`src/rtl/mqtt_pkg.sv`:
```
package mqtt_pkg;

    typedef enum logic [18:0] {
        PH_TYPE      = 19'd1 << 0,
        PH_REMLEN    = 19'd1 << 1,
        PH_SKIP      = 19'd1 << 2,
        PH_VERSION   = 19'd1 << 3,
        PH_CFLAGS    = 19'd1 << 4,
        PH_KA_HI     = 19'd1 << 5,
        PH_KA_LO     = 19'd1 << 6,
        PH_PID_HI    = 19'd1 << 7,
        PH_PID_LO    = 19'd1 << 8,
        PH_PROPLEN   = 19'd1 << 9,
        PH_PROPID    = 19'd1 << 10,
        PH_PVAL_BYTE = 19'd1 << 11,
        PH_PVAL_WORD = 19'd1 << 12,
        PH_STR_HI    = 19'd1 << 13,
        PH_STR_LO    = 19'd1 << 14,
        PH_STR_BODY  = 19'd1 << 15,
        PH_PAYLOAD   = 19'd1 << 16,
        PH_SQOS      = 19'd1 << 17,
        PH_DONE      = 19'd1 << 18
    } t_phase;

    localparam logic [3:0] KIND_CONNECT   = 4'd1;
    localparam logic [3:0] KIND_PUBLISH   = 4'd3;
    localparam logic [3:0] KIND_SUBSCRIBE = 4'd8;

    localparam logic [2:0] PC_NONE = 3'd0;
    localparam logic [2:0] PC_BYTE = 3'd1;
    localparam logic [2:0] PC_WORD = 3'd2;
    localparam logic [2:0] PC_STR  = 3'd3;
    localparam logic [2:0] PC_BIN  = 3'd4;
    localparam logic [2:0] PC_USER = 3'd5;

    localparam logic [3:0] TK_TYPE    = 4'd0;
    localparam logic [3:0] TK_REMLEN  = 4'd1;
    localparam logic [3:0] TK_VERSION = 4'd2;
    localparam logic [3:0] TK_CFLAGS  = 4'd3;
    localparam logic [3:0] TK_KALIVE  = 4'd4;
    localparam logic [3:0] TK_STRLEN  = 4'd5;
    localparam logic [3:0] TK_STRBYTE = 4'd6;
    localparam logic [3:0] TK_PKTID   = 4'd7;
    localparam logic [3:0] TK_PROPID  = 4'd8;
    localparam logic [3:0] TK_PROPVAL = 4'd9;
    localparam logic [3:0] TK_PAYLOAD = 4'd10;
    localparam logic [3:0] TK_SUBQOS  = 4'd11;
    localparam logic [3:0] TK_NONE    = 4'd12;

    localparam logic [3:0] FID_PROTO   = 4'd0;
    localparam logic [3:0] FID_CLIENT  = 4'd1;
    localparam logic [3:0] FID_WTOPIC  = 4'd2;
    localparam logic [3:0] FID_WPAY    = 4'd3;
    localparam logic [3:0] FID_USER    = 4'd4;
    localparam logic [3:0] FID_PASS    = 4'd5;
    localparam logic [3:0] FID_TOPIC   = 4'd6;
    localparam logic [3:0] FID_FILTER  = 4'd7;
    localparam logic [3:0] FID_PSTR    = 4'd8;
    localparam logic [3:0] FID_UKEY    = 4'd9;
    localparam logic [3:0] FID_UVAL    = 4'd10;
    localparam logic [3:0] FID_PBIN    = 4'd11;

    localparam logic [2:0] ERR_OK    = 3'd0;
    localparam logic [2:0] ERR_SHORT = 3'd1;
    localparam logic [2:0] ERR_TYPE  = 3'd2;
    localparam logic [2:0] ERR_PROP  = 3'd3;
    localparam logic [2:0] ERR_LEN   = 3'd4;

    // one result token
    typedef struct packed {
        logic [3:0]  kind;
        logic [3:0]  fid;
        logic [31:0] value;
        logic [2:0]  err;
        logic        pend;
    } t_token;

    // what one byte produced: up to two tokens
    typedef struct packed {
        logic   two;
        t_token first;
        t_token second;
    } t_entry;

    function automatic logic [2:0] prop_class(input logic [7:0] id);
        logic [2:0] c;
        c = PC_NONE;
        case (id)
            8'd1, 8'd23, 8'd25, 8'd36, 8'd37, 8'd40, 8'd41, 8'd42: c = PC_BYTE;
            8'd2, 8'd17, 8'd24, 8'd39: c = PC_WORD;
            8'd3, 8'd8, 8'd18, 8'd21, 8'd26, 8'd28, 8'd31: c = PC_STR;
            8'd9, 8'd22: c = PC_BIN;
            8'd38: c = PC_USER;
            default: c = PC_NONE;
        endcase
        return c;
    endfunction

endpackage

```
`src/rtl/mqtt_front.sv`:
```
module mqtt_front #(
    parameter int MAX_LENGTH_BYTES = 4
) (
    input  logic                i_clk,
    input  logic                i_rst_n,
    input  logic                i_valid,
    output logic                o_ready,
    input  logic [7:0]          i_data_byte,
    input  logic                i_buffer_end,
    output logic                o_push,
    output mqtt_pkg::t_entry    o_entry,
    input  logic                i_full
);
    mqtt_pkg::t_phase r_phase, n_phase;
    logic [3:0]  r_kind, n_kind;
    logic [27:0] r_rem, n_rem;
    logic [1:0]  r_lbi, n_lbi;
    logic [27:0] r_cons, n_cons;
    logic [15:0] r_fleft, n_fleft;
    logic [7:0]  r_flags, n_flags;
    logic [7:0]  r_pleft, n_pleft;
    logic [31:0] r_acc, n_acc;
    logic [2:0]  r_pclass, n_pclass;
    logic [3:0]  r_sfield, n_sfield;

    logic        fire;
    assign o_ready = !i_full;
    assign fire    = i_valid && o_ready;

    always_comb begin
        logic [7:0]  b;
        logic        last, have, complete, in_prop, endpoint, will;
        logic [3:0]  kind, fid, f, nk;
        logic [31:0] val;
        logic [2:0]  err, pc;
        logic [15:0] fl;
        logic [4:0]  sh;
        b = i_data_byte;
        last = i_buffer_end;
        have = 1'b0; complete = 1'b0; in_prop = 1'b0; endpoint = 1'b0;
        kind = mqtt_pkg::TK_NONE; fid = 4'd0; val = 32'd0; err = mqtt_pkg::ERR_OK;
        pc = mqtt_pkg::PC_NONE; fl = 16'd0; sh = 5'd0; f = 4'd0; will = 1'b0; nk = 4'd0;
        n_phase = r_phase; n_kind = r_kind; n_rem = r_rem; n_lbi = r_lbi;
        n_cons = r_cons; n_fleft = r_fleft; n_flags = r_flags; n_pleft = r_pleft;
        n_acc = r_acc; n_pclass = r_pclass; n_sfield = r_sfield;
        o_push = 1'b0;
        o_entry = '0;

        if (r_phase == mqtt_pkg::PH_SKIP) begin
            if (last) n_phase = mqtt_pkg::PH_TYPE;
        end else begin
            if (r_phase == mqtt_pkg::PH_TYPE) begin
                have = 1'b1; kind = mqtt_pkg::TK_TYPE; val = {24'd0, b};
                nk = b[7:4];
                n_kind = nk; n_flags = {4'd0, b[3:0]};
                n_rem = '0; n_lbi = '0; n_cons = '0; n_fleft = '0; n_pleft = '0;
                n_acc = '0; n_pclass = '0; n_sfield = '0;
                if (last) err = mqtt_pkg::ERR_SHORT;
                else if (nk != mqtt_pkg::KIND_CONNECT && nk != mqtt_pkg::KIND_PUBLISH
                         && nk != mqtt_pkg::KIND_SUBSCRIBE) err = mqtt_pkg::ERR_TYPE;
                else n_phase = mqtt_pkg::PH_REMLEN;
            end else if (r_phase == mqtt_pkg::PH_REMLEN) begin
                // low seven bits first, shift by seven per length byte
                sh = 5'(7 * r_lbi);
                n_rem = r_rem + 28'({21'd0, b[6:0]} << sh);
                if (b[7]) begin
                    if ({1'b0, r_lbi} + 3'd1 >= 3'(MAX_LENGTH_BYTES)) err = mqtt_pkg::ERR_LEN;
                    else begin
                        n_lbi = r_lbi + 2'd1;
                        if (last) err = mqtt_pkg::ERR_SHORT;
                    end
                end else begin
                    have = 1'b1; kind = mqtt_pkg::TK_REMLEN; val = {4'd0, n_rem};
                    n_cons = '0;
                    if (n_rem == 28'd0 || last) err = mqtt_pkg::ERR_SHORT;
                    else if (r_kind == mqtt_pkg::KIND_CONNECT) begin
                        n_sfield = mqtt_pkg::FID_PROTO; n_phase = mqtt_pkg::PH_STR_HI;
                    end else if (r_kind == mqtt_pkg::KIND_PUBLISH) begin
                        n_sfield = mqtt_pkg::FID_TOPIC; n_phase = mqtt_pkg::PH_STR_HI;
                    end else n_phase = mqtt_pkg::PH_PID_HI;
                end
            end else begin
                n_cons = r_cons + 28'd1;
                in_prop = r_phase == mqtt_pkg::PH_PROPID || r_phase == mqtt_pkg::PH_PVAL_BYTE
                    || r_phase == mqtt_pkg::PH_PVAL_WORD
                    || ((r_phase == mqtt_pkg::PH_STR_HI || r_phase == mqtt_pkg::PH_STR_LO
                         || r_phase == mqtt_pkg::PH_STR_BODY) && r_sfield >= 4'd8);
                if (in_prop) begin
                    if (r_pleft == 8'd0) err = mqtt_pkg::ERR_LEN;
                    else n_pleft = r_pleft - 8'd1;
                end
                if (err == mqtt_pkg::ERR_OK) begin
                    // f says what follows: 14 string end, 15 next property, 2 to 5 next connect field
                    f = 4'd0;
                    case (r_phase)
                        mqtt_pkg::PH_VERSION: begin
                            have = 1'b1; kind = mqtt_pkg::TK_VERSION; val = {24'd0, b};
                            n_phase = mqtt_pkg::PH_CFLAGS;
                        end
                        mqtt_pkg::PH_CFLAGS: begin
                            have = 1'b1; kind = mqtt_pkg::TK_CFLAGS; val = {24'd0, b};
                            n_flags = b; n_phase = mqtt_pkg::PH_KA_HI;
                        end
                        mqtt_pkg::PH_KA_HI: begin
                            n_acc = {24'd0, b}; n_phase = mqtt_pkg::PH_KA_LO;
                        end
                        mqtt_pkg::PH_PID_HI: begin
                            n_acc = {24'd0, b}; n_phase = mqtt_pkg::PH_PID_LO;
                        end
                        mqtt_pkg::PH_KA_LO, mqtt_pkg::PH_PID_LO: begin
                            have = 1'b1;
                            kind = (r_phase == mqtt_pkg::PH_KA_LO) ? mqtt_pkg::TK_KALIVE
                                                                    : mqtt_pkg::TK_PKTID;
                            val = {16'd0, r_acc[7:0], b};
                            n_phase = mqtt_pkg::PH_PROPLEN;
                        end
                        mqtt_pkg::PH_PROPLEN: begin
                            n_pleft = b;
                            f = 4'd15;
                        end
                        mqtt_pkg::PH_PROPID: begin
                            have = 1'b1; kind = mqtt_pkg::TK_PROPID; val = {24'd0, b};
                            pc = mqtt_pkg::prop_class(b);
                            n_pclass = pc;
                            case (pc)
                                mqtt_pkg::PC_BYTE: n_phase = mqtt_pkg::PH_PVAL_BYTE;
                                mqtt_pkg::PC_WORD: begin
                                    n_acc = '0; n_fleft = 16'd4;
                                    n_phase = mqtt_pkg::PH_PVAL_WORD;
                                end
                                mqtt_pkg::PC_STR: begin
                                    n_sfield = mqtt_pkg::FID_PSTR;
                                    n_phase = mqtt_pkg::PH_STR_HI;
                                end
                                mqtt_pkg::PC_BIN: begin
                                    n_sfield = mqtt_pkg::FID_PBIN;
                                    n_phase = mqtt_pkg::PH_STR_HI;
                                end
                                mqtt_pkg::PC_USER: begin
                                    n_sfield = mqtt_pkg::FID_UKEY;
                                    n_phase = mqtt_pkg::PH_STR_HI;
                                end
                                default: err = mqtt_pkg::ERR_PROP;
                            endcase
                        end
                        mqtt_pkg::PH_PVAL_BYTE: begin
                            have = 1'b1; kind = mqtt_pkg::TK_PROPVAL; val = {24'd0, b};
                            f = 4'd15;
                        end
                        mqtt_pkg::PH_PVAL_WORD: begin
                            n_acc = {r_acc[23:0], b};
                            n_fleft = r_fleft - 16'd1;
                            if (n_fleft == 16'd0) begin
                                have = 1'b1; kind = mqtt_pkg::TK_PROPVAL; val = n_acc;
                                f = 4'd15;
                            end
                        end
                        mqtt_pkg::PH_STR_HI: begin
                            n_acc = {24'd0, b}; n_phase = mqtt_pkg::PH_STR_LO;
                        end
                        mqtt_pkg::PH_STR_LO: begin
                            fl = {r_acc[7:0], b};
                            n_fleft = fl;
                            have = 1'b1; kind = mqtt_pkg::TK_STRLEN; fid = r_sfield;
                            val = {16'd0, fl};
                            if (fl == 16'd0) f = 4'd14;
                            else n_phase = mqtt_pkg::PH_STR_BODY;
                        end
                        mqtt_pkg::PH_STR_BODY: begin
                            have = 1'b1; kind = mqtt_pkg::TK_STRBYTE; fid = r_sfield;
                            val = {24'd0, b};
                            n_fleft = r_fleft - 16'd1;
                            if (n_fleft == 16'd0) f = 4'd14;
                        end
                        mqtt_pkg::PH_PAYLOAD: begin
                            have = 1'b1; kind = mqtt_pkg::TK_PAYLOAD; val = {24'd0, b};
                        end
                        mqtt_pkg::PH_SQOS: begin
                            have = 1'b1; kind = mqtt_pkg::TK_SUBQOS; val = {30'd0, b[1:0]};
                            n_sfield = mqtt_pkg::FID_FILTER; n_phase = mqtt_pkg::PH_STR_HI;
                        end
                        default: err = mqtt_pkg::ERR_LEN;
                    endcase
                    // end of a string: pick what follows
                    if (f == 4'd14) begin
                        f = 4'd15;
                        case (r_sfield)
                            mqtt_pkg::FID_PROTO:  begin n_phase = mqtt_pkg::PH_VERSION; f = 4'd0; end
                            mqtt_pkg::FID_CLIENT: f = 4'd2;
                            mqtt_pkg::FID_WTOPIC: f = 4'd3;
                            mqtt_pkg::FID_WPAY:   f = 4'd4;
                            mqtt_pkg::FID_USER:   f = 4'd5;
                            mqtt_pkg::FID_PASS:   begin n_phase = mqtt_pkg::PH_DONE; f = 4'd0; end
                            mqtt_pkg::FID_TOPIC: begin
                                f = 4'd0;
                                if (r_flags[2:1] != 2'd0) n_phase = mqtt_pkg::PH_PID_HI;
                                else n_phase = mqtt_pkg::PH_PROPLEN;
                            end
                            mqtt_pkg::FID_FILTER: begin n_phase = mqtt_pkg::PH_SQOS; f = 4'd0; end
                            mqtt_pkg::FID_UKEY: begin
                                f = 4'd0; n_sfield = mqtt_pkg::FID_UVAL;
                                n_phase = mqtt_pkg::PH_STR_HI;
                            end
                            default: f = 4'd15;
                        endcase
                    end
                    // next property or the section that follows them
                    if (f == 4'd15) begin
                        if (n_pleft != 8'd0) n_phase = mqtt_pkg::PH_PROPID;
                        else if (r_kind == mqtt_pkg::KIND_CONNECT) begin
                            n_sfield = mqtt_pkg::FID_CLIENT; n_phase = mqtt_pkg::PH_STR_HI;
                        end else if (r_kind == mqtt_pkg::KIND_PUBLISH)
                            n_phase = mqtt_pkg::PH_PAYLOAD;
                        else begin
                            n_sfield = mqtt_pkg::FID_FILTER; n_phase = mqtt_pkg::PH_STR_HI;
                        end
                    end else if (f >= 4'd2 && f <= 4'd5) begin
                        will = n_flags[2];
                        if (f == 4'd2 && will) begin
                            n_sfield = mqtt_pkg::FID_WTOPIC; n_phase = mqtt_pkg::PH_STR_HI;
                        end else if (f <= 4'd3 && will) begin
                            n_sfield = mqtt_pkg::FID_WPAY; n_phase = mqtt_pkg::PH_STR_HI;
                        end else if (f <= 4'd4 && n_flags[7]) begin
                            n_sfield = mqtt_pkg::FID_USER; n_phase = mqtt_pkg::PH_STR_HI;
                        end else if (n_flags[6]) begin
                            n_sfield = mqtt_pkg::FID_PASS; n_phase = mqtt_pkg::PH_STR_HI;
                        end else n_phase = mqtt_pkg::PH_DONE;
                    end
                end
                if (err == mqtt_pkg::ERR_OK) begin
                    endpoint = n_phase == mqtt_pkg::PH_DONE || n_phase == mqtt_pkg::PH_PAYLOAD
                        || (n_phase == mqtt_pkg::PH_STR_HI && n_sfield == mqtt_pkg::FID_FILTER);
                    if (n_cons == r_rem) begin
                        if (endpoint) complete = 1'b1;
                        else err = mqtt_pkg::ERR_SHORT;
                    end else if (n_phase == mqtt_pkg::PH_DONE) err = mqtt_pkg::ERR_LEN;
                    else if (last) err = mqtt_pkg::ERR_SHORT;
                end
            end

            if (err != mqtt_pkg::ERR_OK) begin
                o_push = 1'b1;
                o_entry.two = have;
                o_entry.first = have ? '{kind, fid, val, mqtt_pkg::ERR_OK, 1'b0}
                                     : '{mqtt_pkg::TK_NONE, 4'd0, 32'd0, err, 1'b1};
                o_entry.second = '{mqtt_pkg::TK_NONE, 4'd0, 32'd0, err, 1'b1};
                n_phase = last ? mqtt_pkg::PH_TYPE : mqtt_pkg::PH_SKIP;
            end else if (complete) begin
                o_push = 1'b1;
                o_entry.first = have ? '{kind, fid, val, mqtt_pkg::ERR_OK, 1'b1}
                                     : '{mqtt_pkg::TK_NONE, 4'd0, 32'd0, mqtt_pkg::ERR_OK, 1'b1};
                n_phase = mqtt_pkg::PH_TYPE;
            end else if (have) begin
                o_push = 1'b1;
                o_entry.first = '{kind, fid, val, mqtt_pkg::ERR_OK, 1'b0};
            end
        end
        if (!fire) o_push = 1'b0;
    end

    always_ff @(posedge i_clk) begin
        if (!i_rst_n) begin
            r_phase <= mqtt_pkg::PH_TYPE;
            r_kind <= '0; r_rem <= '0; r_lbi <= '0; r_cons <= '0; r_fleft <= '0;
            r_flags <= '0; r_pleft <= '0; r_acc <= '0; r_pclass <= '0; r_sfield <= '0;
        end else if (fire) begin
            r_phase <= n_phase;
            r_kind <= n_kind; r_rem <= n_rem; r_lbi <= n_lbi; r_cons <= n_cons;
            r_fleft <= n_fleft; r_flags <= n_flags; r_pleft <= n_pleft; r_acc <= n_acc;
            r_pclass <= n_pclass; r_sfield <= n_sfield;
        end
    end

`ifndef SYNTHESIS
    a_no_push_idle: assert property (@(posedge i_clk) disable iff (!i_rst_n)
        o_push |-> fire) else $error("push without accepted byte");
    a_skip_silent: assert property (@(posedge i_clk) disable iff (!i_rst_n)
        (r_phase == mqtt_pkg::PH_SKIP) |-> !o_push) else $error("output while skipping");
    a_lbi_range: assert property (@(posedge i_clk) disable iff (!i_rst_n)
        ({1'b0, r_lbi} < 3'(MAX_LENGTH_BYTES))) else $error("length index overflow");
`endif
endmodule

```
`src/rtl/mqtt_queue.sv`:
```
module mqtt_queue (
    input  logic             i_clk,
    input  logic             i_rst_n,
    input  logic             i_push,
    input  mqtt_pkg::t_entry i_entry,
    output logic             o_full,
    output logic             o_valid,
    output mqtt_pkg::t_entry o_entry,
    input  logic             i_pop
);
    // two entry circular queue
    mqtt_pkg::t_entry r_mem [2];
    logic r_wp, r_rp;
    logic [1:0] r_cnt;

    assign o_full  = r_cnt == 2'd2;
    assign o_valid = r_cnt != 2'd0;
    assign o_entry = r_mem[r_rp];

    always_ff @(posedge i_clk) begin
        if (i_push) r_mem[r_wp] <= i_entry;
        if (!i_rst_n) begin
            r_wp <= 1'b0; r_rp <= 1'b0; r_cnt <= '0;
        end else begin
            if (i_push) r_wp <= !r_wp;
            if (i_pop) r_rp <= !r_rp;
            r_cnt <= r_cnt + 2'(i_push) - 2'(i_pop);
        end
    end

`ifndef SYNTHESIS
    a_no_overflow: assert property (@(posedge i_clk) disable iff (!i_rst_n)
        i_push |-> !o_full) else $error("queue overflow");
    a_no_underflow: assert property (@(posedge i_clk) disable iff (!i_rst_n)
        i_pop |-> o_valid) else $error("queue underflow");
    a_count: assert property (@(posedge i_clk) disable iff (!i_rst_n)
        r_cnt <= 2'd2) else $error("queue count out of range");
`endif
endmodule

```
`src/rtl/mqtt_back.sv`:
```
module mqtt_back (
    input  logic             i_clk,
    input  logic             i_rst_n,
    input  logic             i_valid,
    input  mqtt_pkg::t_entry i_entry,
    output logic             o_pop,
    output logic             o_valid,
    input  logic             i_ready,
    output mqtt_pkg::t_token o_token
);
    // r_half: first token of a two token entry already delivered
    logic r_half;
    logic take;

    assign o_valid = i_valid;
    assign o_token = r_half ? i_entry.second : i_entry.first;
    assign take    = i_valid && i_ready;
    assign o_pop   = take && (r_half || !i_entry.two);

    always_ff @(posedge i_clk) begin
        if (!i_rst_n) r_half <= 1'b0;
        else if (take) r_half <= !r_half && i_entry.two;
    end

`ifndef SYNTHESIS
    a_half_valid: assert property (@(posedge i_clk) disable iff (!i_rst_n)
        r_half |-> i_valid && i_entry.two) else $error("second half lost");
    a_err_end: assert property (@(posedge i_clk) disable iff (!i_rst_n)
        (o_valid && o_token.err != mqtt_pkg::ERR_OK) |-> o_token.pend)
        else $error("error without packet end");
`endif
endmodule

```
`src/rtl/mqtt_packet_stream_parser.sv`:
```
// a byte's tokens are registered in the queue when the byte is accepted and offered from its head
// throughput: one byte per cycle while the queue is not full; a byte giving two tokens sends them in turn
// the two entry queue between the byte decoder and the token sender sets the stall depth
// reset: synchronous active low; parser returns to the fixed header byte, queue empties
module mqtt_packet_stream_parser #(
    parameter int MAX_LENGTH_BYTES = 4
) (
    input  logic        i_clk,
    input  logic        i_rst_n,
    input  logic        i_valid,
    output logic        o_ready,
    input  logic [7:0]  i_data_byte,
    input  logic        i_buffer_end,
    output logic        o_valid,
    input  logic        i_ready,
    output logic [3:0]  o_token_kind,
    output logic [3:0]  o_field_id,
    output logic [31:0] o_token_value,
    output logic [2:0]  o_error_code,
    output logic        o_packet_end
);
    // decoder to queue
    logic             push, full;
    mqtt_pkg::t_entry f_entry;
    // queue to sender
    logic             q_valid, pop;
    mqtt_pkg::t_entry q_entry;
    mqtt_pkg::t_token tok;

    // front: walks the packet fields, one byte per cycle while the queue is not full
    mqtt_front #(.MAX_LENGTH_BYTES(MAX_LENGTH_BYTES)) u_front (
        .i_clk, .i_rst_n, .i_valid, .o_ready,
        .i_data_byte, .i_buffer_end,
        .o_push(push), .o_entry(f_entry), .i_full(full)
    );

    // short queue decouples decoder from the output stall
    mqtt_queue u_queue (
        .i_clk, .i_rst_n,
        .i_push(push), .i_entry(f_entry), .o_full(full),
        .o_valid(q_valid), .o_entry(q_entry), .i_pop(pop)
    );

    // back: serialises one or two tokens per entry
    mqtt_back u_back (
        .i_clk, .i_rst_n,
        .i_valid(q_valid), .i_entry(q_entry), .o_pop(pop),
        .o_valid, .i_ready, .o_token(tok)
    );

    assign o_token_kind  = tok.kind;
    assign o_field_id    = tok.fid;
    assign o_token_value = tok.value;
    assign o_error_code  = tok.err;
    assign o_packet_end  = tok.pend;
endmodule

```
`config.mk`:
```
export PLATFORM = sky130hd
export DESIGN_NAME = mqtt_packet_stream_parser
export DESIGN_NICKNAME = d
export VERILOG_FILES = /design/src/rtl/mqtt_pkg.sv /design/src/rtl/mqtt_front.sv /design/src/rtl/mqtt_queue.sv /design/src/rtl/mqtt_back.sv /design/src/rtl/mqtt_packet_stream_parser.sv
export SDC_FILE = /design/constraint.sdc
export NUM_CORES = 1
export LEC_CHECK = 0
export BUFFER_PORTS_ARGS = -buffer_cell sky130_fd_sc_hd__buf_2
export CAP_MARGIN = 20
export CELL_PAD_IN_SITES_DETAIL_PLACEMENT = 1
export CELL_PAD_IN_SITES_GLOBAL_PLACEMENT = 1
export CORE_MARGIN = 10
export CORE_UTILIZATION = 48
export DETAILED_ROUTE_END_ITERATION = 10
export PLACE_DENSITY_LB_ADDON = 0.12
export REMOVE_ABC_BUFFERS = 1
export SETUP_SLACK_MARGIN = 0.1
export SYNTH_ARGS = -nofsm -noshare
export SYNTH_HDL_FRONTEND = slang
export SYNTH_SLANG_ARGS = --single-unit
```
`constraint.sdc`:
```
create_clock -name i_clk -period 13.64 [get_ports i_clk]
set_input_delay 2.728 -clock i_clk [delete_from_list [all_inputs] [get_ports i_clk]]
set_output_delay 2.728 -clock i_clk [all_outputs]
set_load 0.01 [all_outputs]
```
==> flow_summary.ini <==
[run_status]
outcome = complete, no violations

[route]
route.detailed.wl_per_inst_um = 24.9
antenna_left = 0
drc_errors = 0
vias = 15100
drt_pass1_iterations = 5
routed_wl_um = 58100
viasPerCell = 6.48
drtIter0Drc = 1147

[cts]
path_clk_slew_ns = 0.06
postCtsResizedCells = 0
cts_made_buffers = 29
clk_path_buf_depth = 3
clock-sinks = 241
postCtsSetupRepairBufs = 0
holdBufCountCts = 0
root_buffer = clkbuf_16
h-tree-depth = 1
tritoncts = yes
clkLatencyLatePin_ns = 0.58

[layout]
drive_gt1_share_pct = 9.16
finalNonFillerCells = 2334
filler_cell_count = 3793
fin_area_sq_um = 17200
area_growth_pct = 10.2
final_nets = 1930
antenna-diode-count = 0

[critical_path]
rrSetupSlack_ns = 6.81
crit_top_cell = nor3_1
worstPathRequired_ns = 13.83
critPathTopFamily = simple AND/OR/NAND/NOR gates
path_cells = buf_2, inv_1, nor3_1, ha_1, fa_1, a21oi_1, o211ai_1, and3_1, nor3_1, o21ai_0, mux2i_1, or4b_2, nor3_1, nand4_1, a21oi_1, o21ai_0, nand4_1, o31ai_2, a211oi_4, buf_4
worst_setup_path_start_kind = input pin
reg2reg_to = u_queue.r_cnt[1]$_SDFF_PN0_
setup.worst_path.end_class = flip-flop
reg2reg_depth = 19
r2r_start = u_front.r_phase[13]$_SDFFE_PN0P_
critPathKind = input pin to flip-flop
slowest_stage = or4b_2
critPathBufInv = 3
arrival_ns = 8.29
max_stage_delay_ns = 0.69
crit_fanout = 49

[place]
place_congestion = 0.979
numPortBuffers = 58
dp_cells = 2277
postPlaceCellArea_sq_um = 16200
hpwl_um = 43600

[global_route]
grt-ovfl-total = 0
antenna_found_initial = 4
grt_max_degree = 70
grt_first_pass_wirelength_um = 89400
track_usage_pct = 27.6
grt_pass1_vias = 14900

[timing]
fmax_mhz = 124
hold_viol_final = 0
rsz0062_at_grt = false
fin_crit_sh_pct = 59.3
setup_tns_ns = 0
fin_crit_ns = 8.09
drv_slew = 0
slew_headroom_pct = 25.0
setup_violations = 0
finalClockSkew_ns = 0.0233
worstMarginPinSlew_ns = 1.12

[floorplanning]
initial_core_util_pct = 49.1
die_height_um = 200
core_area_sq_um = 31800
die_area_sq_um = 40100
die-width_um = 200
num_rows = 65
ioPinCount = 59

[logic_synthesis]
yosysTopAreaCell = edfxtp_1
synthTopCellsByArea = edfxtp_1 (19%), dfxtp_1 (18%), nor2_1 (6.0%)
ys_seq_elements = 241
ys_warn_count = 0
netlist_area_sq_um = 15600
synth_cells = 1876
syn_avg_cell_area_sq_um = 8.32
synthArstFlopShare_pct = 0
synth-seq-area-share_pct = 37.2
synth-edff-count = 98
synth_top_area_share_pct = 18.8
synth_cell_type_count = 95
ys.flop_type = dfxtp_1

[worst_hold_path]
min_to = u_front.r_acc[17]$_SDFFE_PN0P_
min_path_cells = 2
min_from = u_front.r_acc[17]$_SDFFE_PN0P_
worstHoldPathType = flip-flop to flip-flop

[flow_run]
drv_cap = 0

[power]
peakVddDrop_mv = 0.0975
p_leak_nw = 6.36
powerDensity_nw_per_um2 = 137
-- synthesized netlist by cell type (all sizes together), types with 12 or more instances --
cell type and n:
a31oi 26, nor3b 13, o21ai 96, dfxtp 143
o211ai 13, nor4 38, a22oi 39, a211oi 25
a21o 22, and3 24, edfxtp 98, inv 29
nand2 178, or4 15, xnor2 57, a22o 25
and2 48, clkbuf 104, ha 40, mux2i 55
a21oi 128, nand3 70, or3 18, nor2 250
nor3 57, xor2 32, nand4 23, nand2b 16
or2 12
-- worst min-delay path, cell delays in order (launching register included) --
cell and delay [ns]:
dfxtp_1 0.31, nand2_1 0.06, a21oi_1 0.05
-- power by group --
part / total (W) / internal, W / switching [W]
sequential: 0.000904 / 0.000861 / 0.0000432
clock: 0.000787 / 0.000454 / 0.000333
combinational: 0.000672 / 0.000212 / 0.000460
total: 0.00236 / 0.00153 / 0.000837
-- worst max-delay path by stage --
stage,start,to,slack [ns],depth (start not counted)
floorplan,i_data_byte[0],u_queue.r_mem[1][1]$_DFFE_PP_,3.39,18
global placement,i_data_byte[0],u_queue.r_mem[0][72]$_DFFE_PP_,5.23,20
detailed placement,i_data_byte[0],u_queue.r_mem[0][65]$_DFFE_PP_,5.05,20
CTS,i_data_byte[0],u_queue.r_mem[0][54]$_DFFE_PP_,5.62,20
global route,i_data_byte[0],u_queue.r_mem[0][65]$_DFFE_PP_,5.22,20
finish,i_data_byte[0],u_queue.r_mem[1][50]$_DFFE_PP_,5.55,20
-- metrics by stage --
step | hold slack [ns] | total power [W] | setup slack (ns) | utilization (%)
6_report | 0.459 | 0.00236 | 5.55 | 54.1
3_5_place_dp | 0.449 | 0.00159 | 5.05 | 51.0
3_3_place_gp | 0.438 | 0.00155 | 5.23 | 51.0
5_1_grt | 0.485 | 0.00248 | 5.22 | 54.1
2_1_floorplan | 0.427 | 0.00132 | 3.39 | -
4_1_cts | 0.457 | 0.00237 | 5.62 | 54.1
-- flip-flops by register name, summed over array words and instances (netlist names), 2 cells and up, named ones only --
signal            flops
u_front.r_acc        24
u_front.r_rem        28
u_front.r_sfield      4
u_front.r_fleft      16
u_front.r_kind        4
u_queue.r_mem        98
u_front.r_flags       4
u_front.r_lbi         2
u_queue.r_cnt         2
u_front.r_cons       28
u_front.r_pleft       8
u_front.r_phase      19
-- final cells by class --
| cell class | instances | area, sq um | area share, % |
|---|---|---|---|
| Inverter | 30 | 115 | 0.669 |
| Timing Repair Buffer | 81 | 458 | 2.66 |
| Clock buffer | 38 | 800 | 4.65 |
| Tap cell | 435 | 544 | 3.16 |
| Sequential cell | 241 | 5810 | 33.7 |
| Clock inverter | 16 | 163 | 0.945 |
| Multi-Input combinational cell | 1493 | 9320 | 54.2 |
-- kinds of logic (layout without fill, tap and decap cells) --
family	after synthesis	in the layout	synth area share, %
buffers and inverters	143	165	3.49
adders and majority gates	41	41	3.33
and+or+nand+nor	816	816	26.0
muxes	61	61	4.18
other	1	2	0.0240
xor gates and xnor gates	89	89	4.99
DFF	241	241	37.2
AOI/OAI and AO/OA	484	484	20.8
-- cells in the final DEF, fill, tap and decap left out, types with 39 or more instances in the layout --
cell,instances
a21oi_1,127
nor3_1,57
nand2_1,177
xnor2_1,57
o21ai_0,88
and2_1,47
a22oi_1,39
buf_2,59
nand3_1,69
nor2_1,249
ha_1,40
mux2i_1,55
dfxtp_1,142
edfxtp_1,98
-- layer usage --
metal,wire length [um],vias to the layer above,track usage (%)
met5,34,-,0
met1,25600,7525,37.1
li1,-,6947,-
met4,1590,6,8.09
met3,4520,105,5.63
met2,26400,541,43.7
(Power assumes the default switching activity.)
